### src/rtl/scfla_pkg.sv
// Shared types and constants for the size-class free-list allocator.
// Holds field widths, default parameter values, status codes and the
// command/status structs between the controller and the datapath.
package scfla_pkg;

  // Field widths
  localparam int OP_W  = 1;
  localparam int REQ_W = 12;
  localparam int OFF_W = 16;
  localparam int ST_W  = 2;
  localparam int EP_W  = 17;

  // Link words are indexed by offset / 4
  localparam int WIDX_W = OFF_W - 2;

  localparam int HEADER_BYTES = 256;

  // Parameter defaults
  localparam int ALIGN_BYTES_DEF     = 4;
  localparam int MAX_CHUNK_BYTES_DEF = 256;
  localparam int ARENA_BYTES_DEF     = 65536;

  localparam logic [OP_W-1:0] OP_ALLOC = 1'b0;
  localparam logic [OP_W-1:0] OP_FREE  = 1'b1;

  typedef enum logic [ST_W-1:0] {
    ST_OK        = 2'd0,
    ST_TOO_LARGE = 2'd1,
    ST_FULL      = 2'd2
  } status_t;

  // Controller to datapath
  typedef struct packed {
    logic capture;   // latch input transaction
    logic decode;    // compute class, read list head
    logic exec;      // latch result of the request
    logic link_rd;   // read link word of list head
    logic push;      // free: write link word and new head
    logic bump;      // allocate from the end pointer
    logic pop_wr;    // write popped link into list head
    logic load_out;  // move result into output register
  } cmd_t;

  // Datapath to controller, valid in the execute cycle
  typedef struct packed {
    logic too_large;
    logic is_free;
    logic head_empty;
    logic full;
    logic chunk_zero;
  } sts_t;

endpackage

### src/rtl/scfla_ctrl.sv
// Controller state machine of the allocator: sequences decode, execute,
// link pop and result hand-off. Uses scfla_pkg command/status structs.
module scfla_ctrl (
  input  logic            clk,
  input  logic            rst_n,
  input  logic            in_valid,
  output logic            in_stall,
  output logic            out_valid,
  input  logic            out_stall,
  input  scfla_pkg::sts_t sts,
  output scfla_pkg::cmd_t cmd
);

  typedef enum logic [2:0] {
    S_IDLE,
    S_DECODE,
    S_EXEC,
    S_POP,
    S_DONE
  } state_t;

  state_t state_r, state_nxt;
  logic   out_valid_r, out_valid_nxt;
  logic   slot_free;

  assign slot_free = !out_valid_r || !out_stall;

  always_comb begin
    cmd       = '0;
    state_nxt = state_r;
    unique case (state_r)
      S_IDLE: begin
        cmd.capture = in_valid;
        if (in_valid) begin
          state_nxt = S_DECODE;
        end
      end
      S_DECODE: begin
        cmd.decode = 1'b1;
        state_nxt  = S_EXEC;
      end
      S_EXEC: begin
        cmd.exec  = 1'b1;
        state_nxt = S_DONE;
        priority if (sts.too_large) begin
          // nothing changes
        end else if (!sts.is_free) begin
          if (!sts.head_empty) begin
            cmd.link_rd = 1'b1;
            state_nxt   = S_POP;
          end else if (!sts.full) begin
            cmd.bump = 1'b1;
          end
        end else if (!sts.chunk_zero) begin
          cmd.push = 1'b1;
        end
      end
      S_POP: begin
        cmd.pop_wr = 1'b1;
        state_nxt  = S_DONE;
      end
      S_DONE: begin
        if (slot_free) begin
          cmd.load_out = 1'b1;
          state_nxt    = S_IDLE;
        end
      end
      default: state_nxt = S_IDLE;
    endcase
  end

  always_comb begin
    out_valid_nxt = out_valid_r;
    if (cmd.load_out) begin
      out_valid_nxt = 1'b1;
    end else if (!out_stall) begin
      out_valid_nxt = 1'b0;
    end
  end

  always_ff @(posedge clk) begin
    if (!rst_n) begin
      state_r     <= S_IDLE;
      out_valid_r <= 1'b0;
    end else begin
      state_r     <= state_nxt;
      out_valid_r <= out_valid_nxt;
    end
  end

  assign in_stall  = (state_r != S_IDLE);
  assign out_valid = out_valid_r;

endmodule

### config.mk
export PLATFORM = sky130hd
export DESIGN_NAME = scfla_ctrl
export DESIGN_NICKNAME = d
export VERILOG_FILES = /design/src/rtl/scfla_pkg.sv /design/src/rtl/scfla_ctrl.sv
export SDC_FILE = /design/constraint.sdc
export NUM_CORES = 1
export LEC_CHECK = 0
export BUFFER_PORTS_ARGS = -buffer_cell sky130_fd_sc_hd__buf_2
export CAP_MARGIN = 20
export CORE_AREA = 4 4 41 43
export DETAILED_ROUTE_END_ITERATION = 10
export DIE_AREA = 0 0 45 47
export GPL_TIMING_DRIVEN = 0
export PLACE_DENSITY = 0.54
export SYNTH_ARGS = -nofsm -noshare
export SYNTH_HDL_FRONTEND = slang
export SYNTH_SLANG_ARGS = --single-unit
### constraint.sdc
create_clock -name clk -period 1.7 [get_ports clk]
set_clock_uncertainty 0.15 [all_clocks]
set_input_delay 0.085 -clock clk [delete_from_list [all_inputs] [get_ports clk]]
set_output_delay 0.085 -clock clk [all_outputs]
set_load 0.01 [all_outputs]
==> results of run 1 <==
logic make-up (layout without fill, tap and decap cells):
group	count (synthesis)	count (layout)	share of synthesized area
flip-flops	4	4	0.303
AND/OR/NAND/NOR	18	18	0.431
buffers and inverters	5	29	0.114
AO/OA/AOI/OAI	5	5	0.152
state kept, by name (all words and copies together), names as in the netlist:
name,cells
out_valid,1
state_r,3
per-layer routing:
layer,GRT usage,vias to the layer above,part of all wire
met5,0,-,0
met4,0.0175,0,0
met3,0.0613,0,0.10
met2,0.121,10,0.48
met1,0.0797,137,0.42
li1,-,167,-
synth_stat cells (all sizes together):
master	number	share of area
nor2	5	0.071
dfxtp	4	0.30
inv	3	0.043
a21oi	2	0.038
buf	2	0.071
nand2b	2	0.047
nor4	2	0.047
o32ai	2	0.066
or4b	2	0.076
nand2	1	0.014
nand3b	1	0.028
nor3	1	0.019
o22ai	1	0.047
or2b	1	0.028
or3	1	0.024
or3b	1	0.033
or4	1	0.043
worst max-delay path, cell delays in order, from the launching register on:
cell,delay [ps]
dfxtp_1,300
buf_6,130
or3b_4,410
a21oi_2,110
buf_4,110
buf_2,110
worst max path at each step:
stage                         to  slack (ps)  cells past startpoint
after floorplan           cmd[4]         340                      3
after global routing      cmd[0]          10                      5
final                     cmd[0]          70                      5
after global placement    cmd[4]         260                      4
after detailed placement  cmd[4]         270                      4
after CTS                 cmd[0]          10                      5
final cells by class:
class / count / share of cell area
repair buffers: 21 / 0.277
well taps: 15 / 0.0434
flip-flops and latches: 4 / 0.188
inverters: 3 / 0.0260
plain buffers: 2 / 0.0434
clock buffers: 3 / 0.0520
multi-input cells: 23 / 0.370
power by group through the flow:
| stage | Combinational, mW | Clock [mW] | Sequential (mW) |
|---|---|---|---|
| after CTS | 0.0648 | 0.121 | 0.102 |
| after floorplan | 0.0347 | 0 | 0.103 |
| after detailed placement | 0.0595 | 0 | 0.104 |
| after global routing | 0.0732 | 0.126 | 0.103 |
| after global placement | 0.0591 | 0 | 0.104 |
| final | 0.0649 | 0.114 | 0.103 |
repair_timing:
action	4_1_cts	5_1_grt
endpoints found under the hold margin	2	0
hold buffers	3	0
setup buffers	0	0
gates resized for setup	0	3
endpoints found under the setup margin	0	2
==> metrics.txt, run 1 <==
# TYPE chip_impl_metric gauge
chip_impl_metric{name="netSwitchingFraction",unit=""} 0.248
chip_impl_metric{name="largest_buffer_count_on_any_clock_path",unit=""} 2
chip_impl_metric{name="final_critical_path_setup_slack",unit="ps"} 72.7
chip_impl_metric{name="worst_hold_path.num_cells",unit=""} 3
chip_impl_metric{name="max_cap_viol_count",unit=""} 0
chip_impl_metric{name="h_tree_depth_reported_by_cts",unit=""} 1
chip_impl_metric{name="wirelength",unit="um"} 695
chip_impl_metric{name="multiInputGateArea",unit="sq um"} 160
chip_impl_metric{name="final_design_instance_area_without_fill",unit="sq um"} 433
chip_impl_metric{name="clkTransAtPathRegs",unit="ps"} 40
chip_impl_metric{name="worst_tran_pin_value",unit="ps"} 258
chip_impl_metric{name="top_fanout_value_on_the_critical_path",unit=""} 10
chip_impl_metric{name="post_synth.cell_area_avg",unit="sq um"} 8.25
chip_impl_metric{name="finish.utilization",unit=""} 0.333
chip_impl_info{name="worstHoldPathType",value="in2reg"} 1
chip_impl_metric{name="first_global_vias",unit=""} 280
chip_impl_metric{name="largest_net_degree_at_the_start_of_global_routing",unit=""} 11
chip_impl_metric{name="drtPass1Iterations",unit=""} 2
chip_impl_info{name="worstSetupStartpointType",value="register"} 1
chip_impl_metric{name="seq_area_frac_synth",unit=""} 0.303
chip_impl_info{name="tritoncts_clock_tree",value="done"} 1
chip_impl_metric{name="regArea",unit="sq um"} 81.3
chip_impl_info{name="critical_path.reg2reg.startpoint",value="state_r[0]$_SDFFE_PN0P_"} 1
chip_impl_metric{name="final-max-slew-violation-count",unit=""} 0
chip_impl_metric{name="dpl.hpwl",unit="um"} 547
chip_impl_metric{name="register_to_register_setup_slack",unit="ps"} 380
chip_impl_metric{name="routed-via-count",unit=""} 314
chip_impl_metric{name="setup-tns-final",unit="ps"} 0
chip_impl_metric{name="grt_antenna_before_repair",unit=""} 0
chip_impl_metric{name="floorplan.initialDensity",unit=""} 0.203
chip_impl_metric{name="dp_cells",unit=""} 65
chip_impl_metric{name="io_buffer_count",unit=""} 18
chip_impl_metric{name="detail_route.drc_violations",unit=""} 0
chip_impl_metric{name="period_needed",unit="ps"} 1630
chip_impl_info{name="status",value="completed"} 1
chip_impl_metric{name="synth.lib_cells_used.distinct",unit=""} 18
chip_impl_metric{name="clock_power_share",unit=""} 0.406
chip_impl_metric{name="finalNonFillerCells",unit=""} 71
chip_impl_metric{name="antenna_violating_nets_post_route",unit=""} 0
chip_impl_metric{name="static-leakage-power",unit="nW"} 0.213
chip_impl_metric{name="power_density_cells",unit="nW/um^2"} 651
chip_impl_metric{name="synth.net_count",unit=""} 41
chip_impl_metric{name="power",unit="uW"} 282
chip_impl_metric{name="net_switching_power",unit="uW"} 69.8
chip_impl_metric{name="share_of_power_burned_in_registers",unit=""} 0.364
chip_impl_metric{name="holdWs",unit="ps"} 19.1
chip_impl_metric{name="reg2regPathDepth",unit=""} 3
chip_impl_metric{name="fp.dieArea",unit="sq um"} 2120
chip_impl_metric{name="yosys_register_bits",unit=""} 4
chip_impl_metric{name="core-area",unit="sq um"} 1300
chip_impl_metric{name="yosys_warnings",unit=""} 0
chip_impl_metric{name="grt_pass1_wl",unit="um"} 1120
chip_impl_metric{name="rows",unit=""} 13
chip_impl_metric{name="power.combinational.fraction",unit=""} 0.230
chip_impl_metric{name="die_width",unit="um"} 45
chip_impl_info{name="worst-setup-path-type",value="reg2out"} 1
chip_impl_metric{name="fmax",unit="MHz"} 615
chip_impl_metric{name="finalCritPeriodShare",unit=""} 0.957
chip_impl_metric{name="proportion_of_layout_cells_with_a_drive_suffix_above_1",unit=""} 0.500
chip_impl_metric{name="vdd.ir_drop.worst",unit="mV"} 0.477
chip_impl_metric{name="worst-endpoint-required",unit="ps"} 1460
chip_impl_metric{name="overflow",unit=""} 0
chip_impl_metric{name="cts_buffers",unit=""} 3
chip_impl_metric{name="worst_skew_pair.late_latency",unit="ps"} 230
chip_impl_info{name="crit_start",value="state_r[0]$_SDFFE_PN0P_"} 1
chip_impl_metric{name="placed_cell_area",unit="sq um"} 373
chip_impl_info{name="most-common-layout-cells",value="18 x buf_2, 5 x nor2_1"} 1
chip_impl_metric{name="worst-endpoint-arrival",unit="ps"} 1390
chip_impl_metric{name="post_synth_inst_count",unit=""} 32
chip_impl_metric{name="cts.sinks",unit=""} 4
chip_impl_metric{name="top_level_ports",unit=""} 19
chip_impl_metric{name="global_route.usage.total",unit=""} 0.0767
chip_impl_metric{name="drt_iter0_markers",unit=""} 1
chip_impl_metric{name="timing_hold_violations_final",unit=""} 0
chip_impl_info{name="hold_end",value="state_r[2]$_SDFFE_PN0P_"} 1
chip_impl_info{name="r2r_end",value="state_r[2]$_SDFFE_PN0P_"} 1
chip_impl_info{name="mostFrequentLayoutCell",value="buf_2"} 1
chip_impl_metric{name="finish.net_count",unit=""} 67
chip_impl_metric{name="routed_via_density",unit=""} 4.42
chip_impl_info{name="cts_root_buf",value="clkbuf_4"} 1
chip_impl_metric{name="final_setup_violation_count",unit=""} 0
chip_impl_metric{name="detail_route.wl_per_cell",unit="um"} 9.79
chip_impl_metric{name="preCtsSetupSlack",unit="ps"} 272
chip_impl_metric{name="post_synth_instance_area",unit="sq um"} 264
chip_impl_metric{name="place.gp.congestion",unit=""} 0.638
chip_impl_metric{name="internal_power_of_the_cells",unit="uW"} 212
chip_impl_info{name="hold_path_startpoint",value="sts[2]"} 1
chip_impl_metric{name="max-slew-margin-rel",unit=""} 0.827
chip_impl_metric{name="num_antenna_cells",unit=""} 0
chip_impl_info{name="endpoint_kind",value="output port"} 1
chip_impl_metric{name="area_delta_synth_final",unit="%"} 64.0
chip_impl_info{name="grt_setup_unrepaired",value="no"} 1
chip_impl_metric{name="die_h",unit="um"} 47
chip_impl_metric{name="fill_cells",unit=""} 146
Power figures use the tool's default switching activity.
==> run 2: changes to the inputs <==
- ABC_AREA: unset -> 1
- CORE_AREA: 4 4 41 43 -> 2 2 39 41
- DIE_AREA: 0 0 45 47 -> 0 0 41 43
- PLACE_DENSITY: 0.54 -> 0.55
==> run 2 against run 1 <==
  * Register-to-register slack better by 240 ps
  * Global-route usage is 0.97 points higher
  * Clock power hardly changed
  * Combinational power is 54% higher
  * Via count is 0.64% higher
  * Maximum frequency is 18% higher
  * Largest power group unchanged
==> metrics.txt, run 2 <==
# TYPE chip_impl_metric gauge
chip_impl_metric{name="critical_path.max_stage_delay",unit="ps"} 530
chip_impl_info{name="netlist.top_cell.by_area",value="dfxtp_1"} 1
chip_impl_metric{name="static-leakage-power",unit="nW"} 0.251
chip_impl_metric{name="worst-endpoint-arrival",unit="ps"} 1150
chip_impl_info{name="critical_path.most_common_cell",value="buf_2"} 1
chip_impl_metric{name="io_buffer_count",unit=""} 18
chip_impl_metric{name="yosys_warnings",unit=""} 0
chip_impl_info{name="tritoncts_clock_tree",value="done"} 1
chip_impl_metric{name="clkTransAtPathRegs",unit="ps"} 40
chip_impl_metric{name="largest_register_ffs",unit=""} 3
chip_impl_metric{name="fp.dieArea",unit="sq um"} 1760
chip_impl_metric{name="fmax",unit="MHz"} 722
chip_impl_metric{name="setup-tns-final",unit="ps"} 0
chip_impl_metric{name="synth_edf_count",unit=""} 0
chip_impl_metric{name="die_h",unit="um"} 43
chip_impl_metric{name="synth.lib_cells_used.distinct",unit=""} 15
chip_impl_metric{name="worst-endpoint-required",unit="ps"} 1460
chip_impl_info{name="timing.critical_path.cells",value="dlygate4sd3_1 -> buf_2 -> nand2_1 -> inv_1 -> nor2_1 -> buf_4 -> buf_2"} 1
chip_impl_metric{name="global_route.usage.total",unit=""} 0.0863
chip_impl_metric{name="first_global_vias",unit=""} 282
chip_impl_metric{name="final-max-slew-violation-count",unit=""} 0
chip_impl_info{name="worstSetupStartpointType",value="input port"} 1
chip_impl_metric{name="ys_async_sr_fraction",unit=""} 0
chip_impl_metric{name="drt_iter0_markers",unit=""} 4
chip_impl_info{name="synth-main-ff-cell",value="dfxtp_1"} 1
chip_impl_metric{name="final_design_instance_area_without_fill",unit="sq um"} 424
chip_impl_metric{name="routed_via_density",unit=""} 4.00
chip_impl_metric{name="finish.net_count",unit=""} 74
chip_impl_metric{name="holdWs",unit="ps"} 53.8
chip_impl_metric{name="yosys_register_bits",unit=""} 4
chip_impl_metric{name="detail_route.drc_violations",unit=""} 0
chip_impl_metric{name="synth.net_count",unit=""} 49
chip_impl_metric{name="seq_area_frac_synth",unit=""} 0.295
chip_impl_metric{name="post_synth_inst_count",unit=""} 40
chip_impl_info{name="status",value="completed"} 1
chip_impl_metric{name="detail_route.wl_per_cell",unit="um"} 7.63
chip_impl_metric{name="timing_hold_violations_final",unit=""} 0
chip_impl_metric{name="routed-via-count",unit=""} 316
chip_impl_metric{name="rows",unit=""} 14
chip_impl_metric{name="final_setup_violation_count",unit=""} 0
chip_impl_metric{name="h_tree_depth_reported_by_cts",unit=""} 1
chip_impl_info{name="dominant_cell_by_count_in_the_synthesized_netlist",value="inv_1"} 1
chip_impl_info{name="grt_setup_unrepaired",value="no"} 1
chip_impl_metric{name="proportion_of_layout_cells_with_a_drive_suffix_above_1",unit=""} 0.444
chip_impl_metric{name="wirelength",unit="um"} 603
chip_impl_metric{name="place.gp.congestion",unit=""} 0.719
chip_impl_metric{name="antenna_violating_nets_post_route",unit=""} 0
chip_impl_metric{name="worst_skew_pair.late_latency",unit="ps"} 230
chip_impl_info{name="cts_root_buf",value="clkbuf_4"} 1
chip_impl_metric{name="finalCritPeriodShare",unit=""} 0.815
chip_impl_metric{name="power_density_cells",unit="nW/um^2"} 765
chip_impl_metric{name="vdd.ir_drop.worst",unit="mV"} 0.255
chip_impl_info{name="most-common-layout-cells",value="18 x buf_2, 9 x inv_1, 6 x nand2_1"} 1
chip_impl_metric{name="placed_cell_area",unit="sq um"} 382
chip_impl_metric{name="top_level_ports",unit=""} 19
chip_impl_metric{name="max-slew-margin-rel",unit=""} 0.822
chip_impl_metric{name="grt_antenna_before_repair",unit=""} 0
chip_impl_metric{name="register_to_register_setup_slack",unit="ps"} 620
chip_impl_metric{name="grt_pass1_wl",unit="um"} 1030
chip_impl_info{name="worst-setup-path-type",value="in2out"} 1
chip_impl_info{name="critical_path.slowest_cell",value="dlygate4sd3_1"} 1
chip_impl_metric{name="overflow",unit=""} 0
chip_impl_metric{name="core-area",unit="sq um"} 1380
chip_impl_metric{name="worst_tran_pin_value",unit="ps"} 267
chip_impl_info{name="largest-register",value="state_r"} 1
chip_impl_info{name="endpoint_kind",value="output port"} 1
chip_impl_metric{name="drtPass1Iterations",unit=""} 2
chip_impl_metric{name="post_synth.cell_area_avg",unit="sq um"} 6.79
chip_impl_metric{name="dp_cells",unit=""} 74
chip_impl_metric{name="largest_net_degree_at_the_start_of_global_routing",unit=""} 8
chip_impl_metric{name="die_width",unit="um"} 41
chip_impl_metric{name="dpl.hpwl",unit="um"} 518
chip_impl_metric{name="period_needed",unit="ps"} 1380
chip_impl_metric{name="post_synth_instance_area",unit="sq um"} 272
chip_impl_metric{name="top_fanout_value_on_the_critical_path",unit=""} 2
chip_impl_metric{name="area_delta_synth_final",unit="%"} 56.2
chip_impl_metric{name="num_antenna_cells",unit=""} 0
chip_impl_metric{name="floorplan.initialDensity",unit=""} 0.196
chip_impl_metric{name="cts_buffers",unit=""} 3
chip_impl_metric{name="largest_buffer_count_on_any_clock_path",unit=""} 2
chip_impl_metric{name="fill_cells",unit=""} 160
chip_impl_metric{name="cts.sinks",unit=""} 4
chip_impl_info{name="yosys-top-cells-count",value="9 x inv_1, 6 x nand2_1, 5 x nor2_1, 4 x dfxtp_1, 3 x a21oi_1"} 1
chip_impl_info{name="mostFrequentLayoutCell",value="buf_2"} 1
chip_impl_metric{name="cts_setup_buffers",unit=""} 0
chip_impl_metric{name="max_cap_viol_count",unit=""} 0
chip_impl_info{name="synth_area_leaders",value="dfxtp_1 29%, inv_1 12%, nand2_1 8.3%"} 1
chip_impl_metric{name="finalNonFillerCells",unit=""} 79
chip_impl_metric{name="area_share_of_the_largest_cell_type_after_synthesis",unit=""} 0.295
chip_impl_info{name="worstHoldPathType",value="in2reg"} 1
[run 2: cell families (layout without fill, tap and decap cells)]
logic type      after synthesis  after routing  synth area share
buf+inv                      11             34             0.166
simple gates                 21             21             0.461
compound gates                4              4            0.0783
flops                         4              4             0.295
[run 2: report_power, final]
part / switching, mW / internal [mW]
Sequential: 0.00716 / 0.103
Combinational: 0.0580 / 0.0423
Clock: 0.0358 / 0.0788
Total: 0.101 / 0.224
[run 2: worst paths after layout]
path / from / end / depth (start not counted)
setup / recovery: out_stall / cmd[0] / 7
hold / removal: sts[2] / state_r[1]$_SDFFE_PN0P_ / 4
setup reg to reg: state_r[2]$_SDFFE_PN0P_ / state_r[0]$_SDFFE_PN0P_ / 5
hold reg to reg: out_valid$_SDFFE_PN0P_ / out_valid$_SDFFE_PN0P_ / 2
[run 2: layout make-up]
type	instances	area, sq um	share of cell area
inverters	10	37.5	0.0885
plain buffers	1	7.51	0.0177
repair buffers	20	110	0.260
well taps	16	20.0	0.0472
flip-flops and latches	4	80.1	0.189
clock buffers	3	22.5	0.0531
multi-input cells	25	146	0.345
[run 2: through the flow]
stage | total power, mW | setup slack (ps) | util
final | 0.325 | 315 | 0.307
after detailed placement | 0.209 | 558 | 0.276
after global placement | 0.208 | 566 | 0.276
after floorplan | 0.172 | 657 | -
after CTS | 0.333 | 300 | 0.307
after global routing | 0.357 | 177 | 0.307
[run 2: critical path, delay by kind of cell]
kind	cells	cell delay, ps
buf+inv	5	900
simple gates	2	160
[run 2: timing repair]
| item | in CTS | in global routing |
|---|---|---|
| hold buffers | 2 | 0 |
| gates resized for setup | 0 | 0 |
| hold endpoints to repair | 3 | 0 |
[run 2: layer usage]
layer | up-vias | global-route usage | wire (um)
li1 | 170 | - | -
met1 | 139 | 0.109 | 257
met2 | 7 | 0.116 | 320
met3 | 0 | 0.0157 | 25
met4 | 0 | 0.0800 | 0
met5 | - | 0 | 0
==> run 3: changes to the inputs <==
- PLACE_DENSITY: 0.55 -> 0.56
- clock period: 1.7 -> 1.13 ns (I/O delays scaled with it)
==> run 3 against run 2 <==
  * Critical endpoint is now cmd[3]
  * The run now ends with negative hold slack, negative setup slack left
  * Final area up 20%
  * Cell count is 5.1% higher
  * Critical path depth fell by 3
  * Combinational power is 110% higher
  * Setup slack got worse by 460 ps
  * Count of clock-buffer cells in the layout unchanged
==> metrics.txt, run 3 (same netlist as run 2, synthesis figures left out) <==
# TYPE chip_impl_metric gauge
chip_impl_info{name="status",value="finished with violations"} 1
chip_impl_info{name="failing_checks",value="negative hold slack, negative setup slack"} 1
chip_impl_metric{name="antenna_violating_nets_post_route",unit=""} 0
chip_impl_metric{name="largest_net_degree_at_the_start_of_global_routing",unit=""} 7
chip_impl_metric{name="place.gp.congestion",unit=""} 0.710
chip_impl_info{name="most-common-layout-cells",value="16 x buf_2, 8 x inv_1, 6 x buf_4"} 1
chip_impl_metric{name="share_of_power_burned_in_registers",unit=""} 0.318
chip_impl_metric{name="max-slew-margin-rel",unit=""} 0.888
chip_impl_metric{name="proportion_of_layout_cells_with_a_drive_suffix_above_1",unit=""} 0.642
chip_impl_metric{name="clock_power_share",unit=""} 0.308
chip_impl_info{name="cts_root_buf",value="clkbuf_4"} 1
chip_impl_metric{name="area_delta_synth_final",unit="%"} 87.6
chip_impl_info{name="grt_setup_unrepaired",value="yes"} 1
chip_impl_metric{name="net_switching_power",unit="uW"} 175
chip_impl_metric{name="timing_hold_violations_final",unit=""} 1
chip_impl_metric{name="final_setup_violation_count",unit=""} 10
chip_impl_info{name="worst-setup-path-type",value="reg2out"} 1
chip_impl_metric{name="drtPass1Iterations",unit=""} 4
chip_impl_metric{name="finish.net_count",unit=""} 78
chip_impl_metric{name="rows",unit=""} 14
chip_impl_metric{name="cts_buffers",unit=""} 3
chip_impl_metric{name="clkTransAtPathRegs",unit="ps"} 40
chip_impl_metric{name="fp.dieArea",unit="sq um"} 1760
chip_impl_metric{name="power.combinational.fraction",unit=""} 0.374
chip_impl_info{name="largest-register",value="state_r"} 1
chip_impl_metric{name="cts.sinks",unit=""} 4
chip_impl_metric{name="routed-via-count",unit=""} 338
chip_impl_info{name="tritoncts_clock_tree",value="done"} 1
chip_impl_metric{name="largest_buffer_count_on_any_clock_path",unit=""} 2
chip_impl_metric{name="largest_register_ffs",unit=""} 3
chip_impl_metric{name="fill_cells",unit=""} 158
chip_impl_metric{name="dpl.hpwl",unit="um"} 517
chip_impl_metric{name="die_h",unit="um"} 43
chip_impl_metric{name="top_fanout_value_on_the_critical_path",unit=""} 6
chip_impl_metric{name="worst_skew_pair.late_latency",unit="ps"} 230
chip_impl_metric{name="die_width",unit="um"} 41
chip_impl_metric{name="holdBufCountCts",unit=""} 1
chip_impl_metric{name="holdWs",unit="ps"} -38.5
chip_impl_metric{name="grt_pass1_wl",unit="um"} 1080
chip_impl_metric{name="worst-endpoint-required",unit="ps"} 920
chip_impl_metric{name="finalNonFillerCells",unit=""} 83
chip_impl_metric{name="max_cap_viol_count",unit=""} 0
chip_impl_info{name="crit_start",value="state_r[2]$_SDFFE_PN0P_"} 1
chip_impl_info{name="mostFrequentLayoutCell",value="buf_2"} 1
chip_impl_metric{name="floorplan.initialDensity",unit=""} 0.196
chip_impl_metric{name="final-max-slew-violation-count",unit=""} 0
chip_impl_metric{name="netSwitchingFraction",unit=""} 0.317
chip_impl_info{name="endpoint_kind",value="output port"} 1
chip_impl_metric{name="num_antenna_cells",unit=""} 0
chip_impl_metric{name="detail_route.drc_violations",unit=""} 0
chip_impl_metric{name="overflow",unit=""} 0
chip_impl_metric{name="drt_iter0_markers",unit=""} 6
chip_impl_metric{name="grt_antenna_before_repair",unit=""} 0
chip_impl_metric{name="h_tree_depth_reported_by_cts",unit=""} 1
chip_impl_metric{name="regArea",unit="sq um"} 88.8
chip_impl_metric{name="top_level_ports",unit=""} 19
chip_impl_metric{name="vdd.ir_drop.worst",unit="mV"} 0.531
chip_impl_metric{name="worst_tran_pin_value",unit="ps"} 167
chip_impl_metric{name="power_density_cells",unit="nW/um^2"} 1080
chip_impl_metric{name="worst-endpoint-arrival",unit="ps"} 1070
chip_impl_metric{name="final_critical_path_setup_slack",unit="ps"} -147
chip_impl_info{name="worstHoldPathType",value="in2reg"} 1
chip_impl_info{name="worstSetupStartpointType",value="register"} 1
chip_impl_metric{name="multiInputGateArea",unit="sq um"} 175
chip_impl_metric{name="wirelength",unit="um"} 680
chip_impl_metric{name="static-leakage-power",unit="nW"} 0.278
chip_impl_metric{name="routed_via_density",unit=""} 4.07
chip_impl_info{name="hold_path_startpoint",value="out_stall"} 1
chip_impl_metric{name="dp_cells",unit=""} 74
chip_impl_metric{name="fmax",unit="MHz"} 783
chip_impl_metric{name="period_needed",unit="ps"} 1280
chip_impl_metric{name="detail_route.wl_per_cell",unit="um"} 8.19
chip_impl_metric{name="finalCritPeriodShare",unit=""} 1.13
chip_impl_metric{name="global_route.usage.total",unit=""} 0.0883
chip_impl_metric{name="first_global_vias",unit=""} 299
chip_impl_metric{name="power",unit="uW"} 552
chip_impl_metric{name="io_buffer_count",unit=""} 18
chip_impl_info{name="critical_path.reg2reg.startpoint",value="state_r[2]$_SDFFE_PN0P_"} 1
chip_impl_metric{name="internal_power_of_the_cells",unit="uW"} 377
chip_impl_metric{name="core-area",unit="sq um"} 1380
==> run 3: cell types whose count changed in the layout (fill, tap and decap cells not counted), sizes merged <==
cell	before	now
dlygate4sd3	2	1
buf	19	24
==> run 3: power groups by stage <==
stage               Clock [mW]  Combinational, mW  Sequential [mW]
finish                   0.170              0.206            0.175
global route             0.195              0.228            0.177
CTS                      0.177              0.174            0.172
detailed placement           0              0.148            0.167
global placement             0              0.146            0.166
floorplan                    0             0.0932            0.165
==> run 3: final timing paths <==
check | end | slack (ps) | cells past startpoint
hold / removal | out_valid$_SDFFE_PN0P_ | -40 | 3
setup / recovery | cmd[3] | -150 | 4
setup reg to reg | state_r[0]$_SDFFE_PN0P_ | -80 | 7
hold reg to reg | out_valid$_SDFFE_PN0P_ | 330 | 2
==> run 3: what timing repair did <==
action / 4_1_cts / 5_1_grt
buffers inserted: 4 / 1
endpoints found under the setup margin: 9 / 11
gates resized for setup: 8 / 10
hold endpoints to repair: 4 / 1
pin swaps: 2 / 1
==> run 3: metrics by stage <==
| step | area, sq um | TNS [ps] | setup WS [ps] | util |
|---|---|---|---|---|
| after floorplan | 272 | 0 | 114 | - |
| after global placement | 382 | 0 | 20.7 | 0.276 |
| after detailed placement | 382 | 0 | 1.87 | 0.276 |
| after CTS | 460 | -972 | -176 | 0.333 |
| after global routing | 509 | -1550 | -232 | 0.368 |
| final | 509 | -880 | -147 | 0.368 |
==> run 3: worst max-delay path: stages (launching register included) <==
cell and delay [ps]:
dfxtp_4 360, nor2_4 130, nand2_2 80, nor4_2 110
buf_2 160
==> run 3: routing by layer <==
metal / part of all wire / GRT usage / wire length [um]
met5: 0 / 0 / 0
met4: 0 / 0.0600 / 0
met3: 0.029 / 0.0157 / 20
met2: 0.56 / 0.144 / 381
met1: 0.41 / 0.0962 / 278
==> run 3: area by class of cell <==
type | count | area share
Buffer | 1 | 0.0147
Inverter | 10 | 0.0885
Tap cell | 16 | 0.0393
Sequential cell | 4 | 0.174
Timing Repair Buffer | 24 | 0.295
Clock buffer | 3 | 0.0442
Multi-Input combinational cell | 25 | 0.344
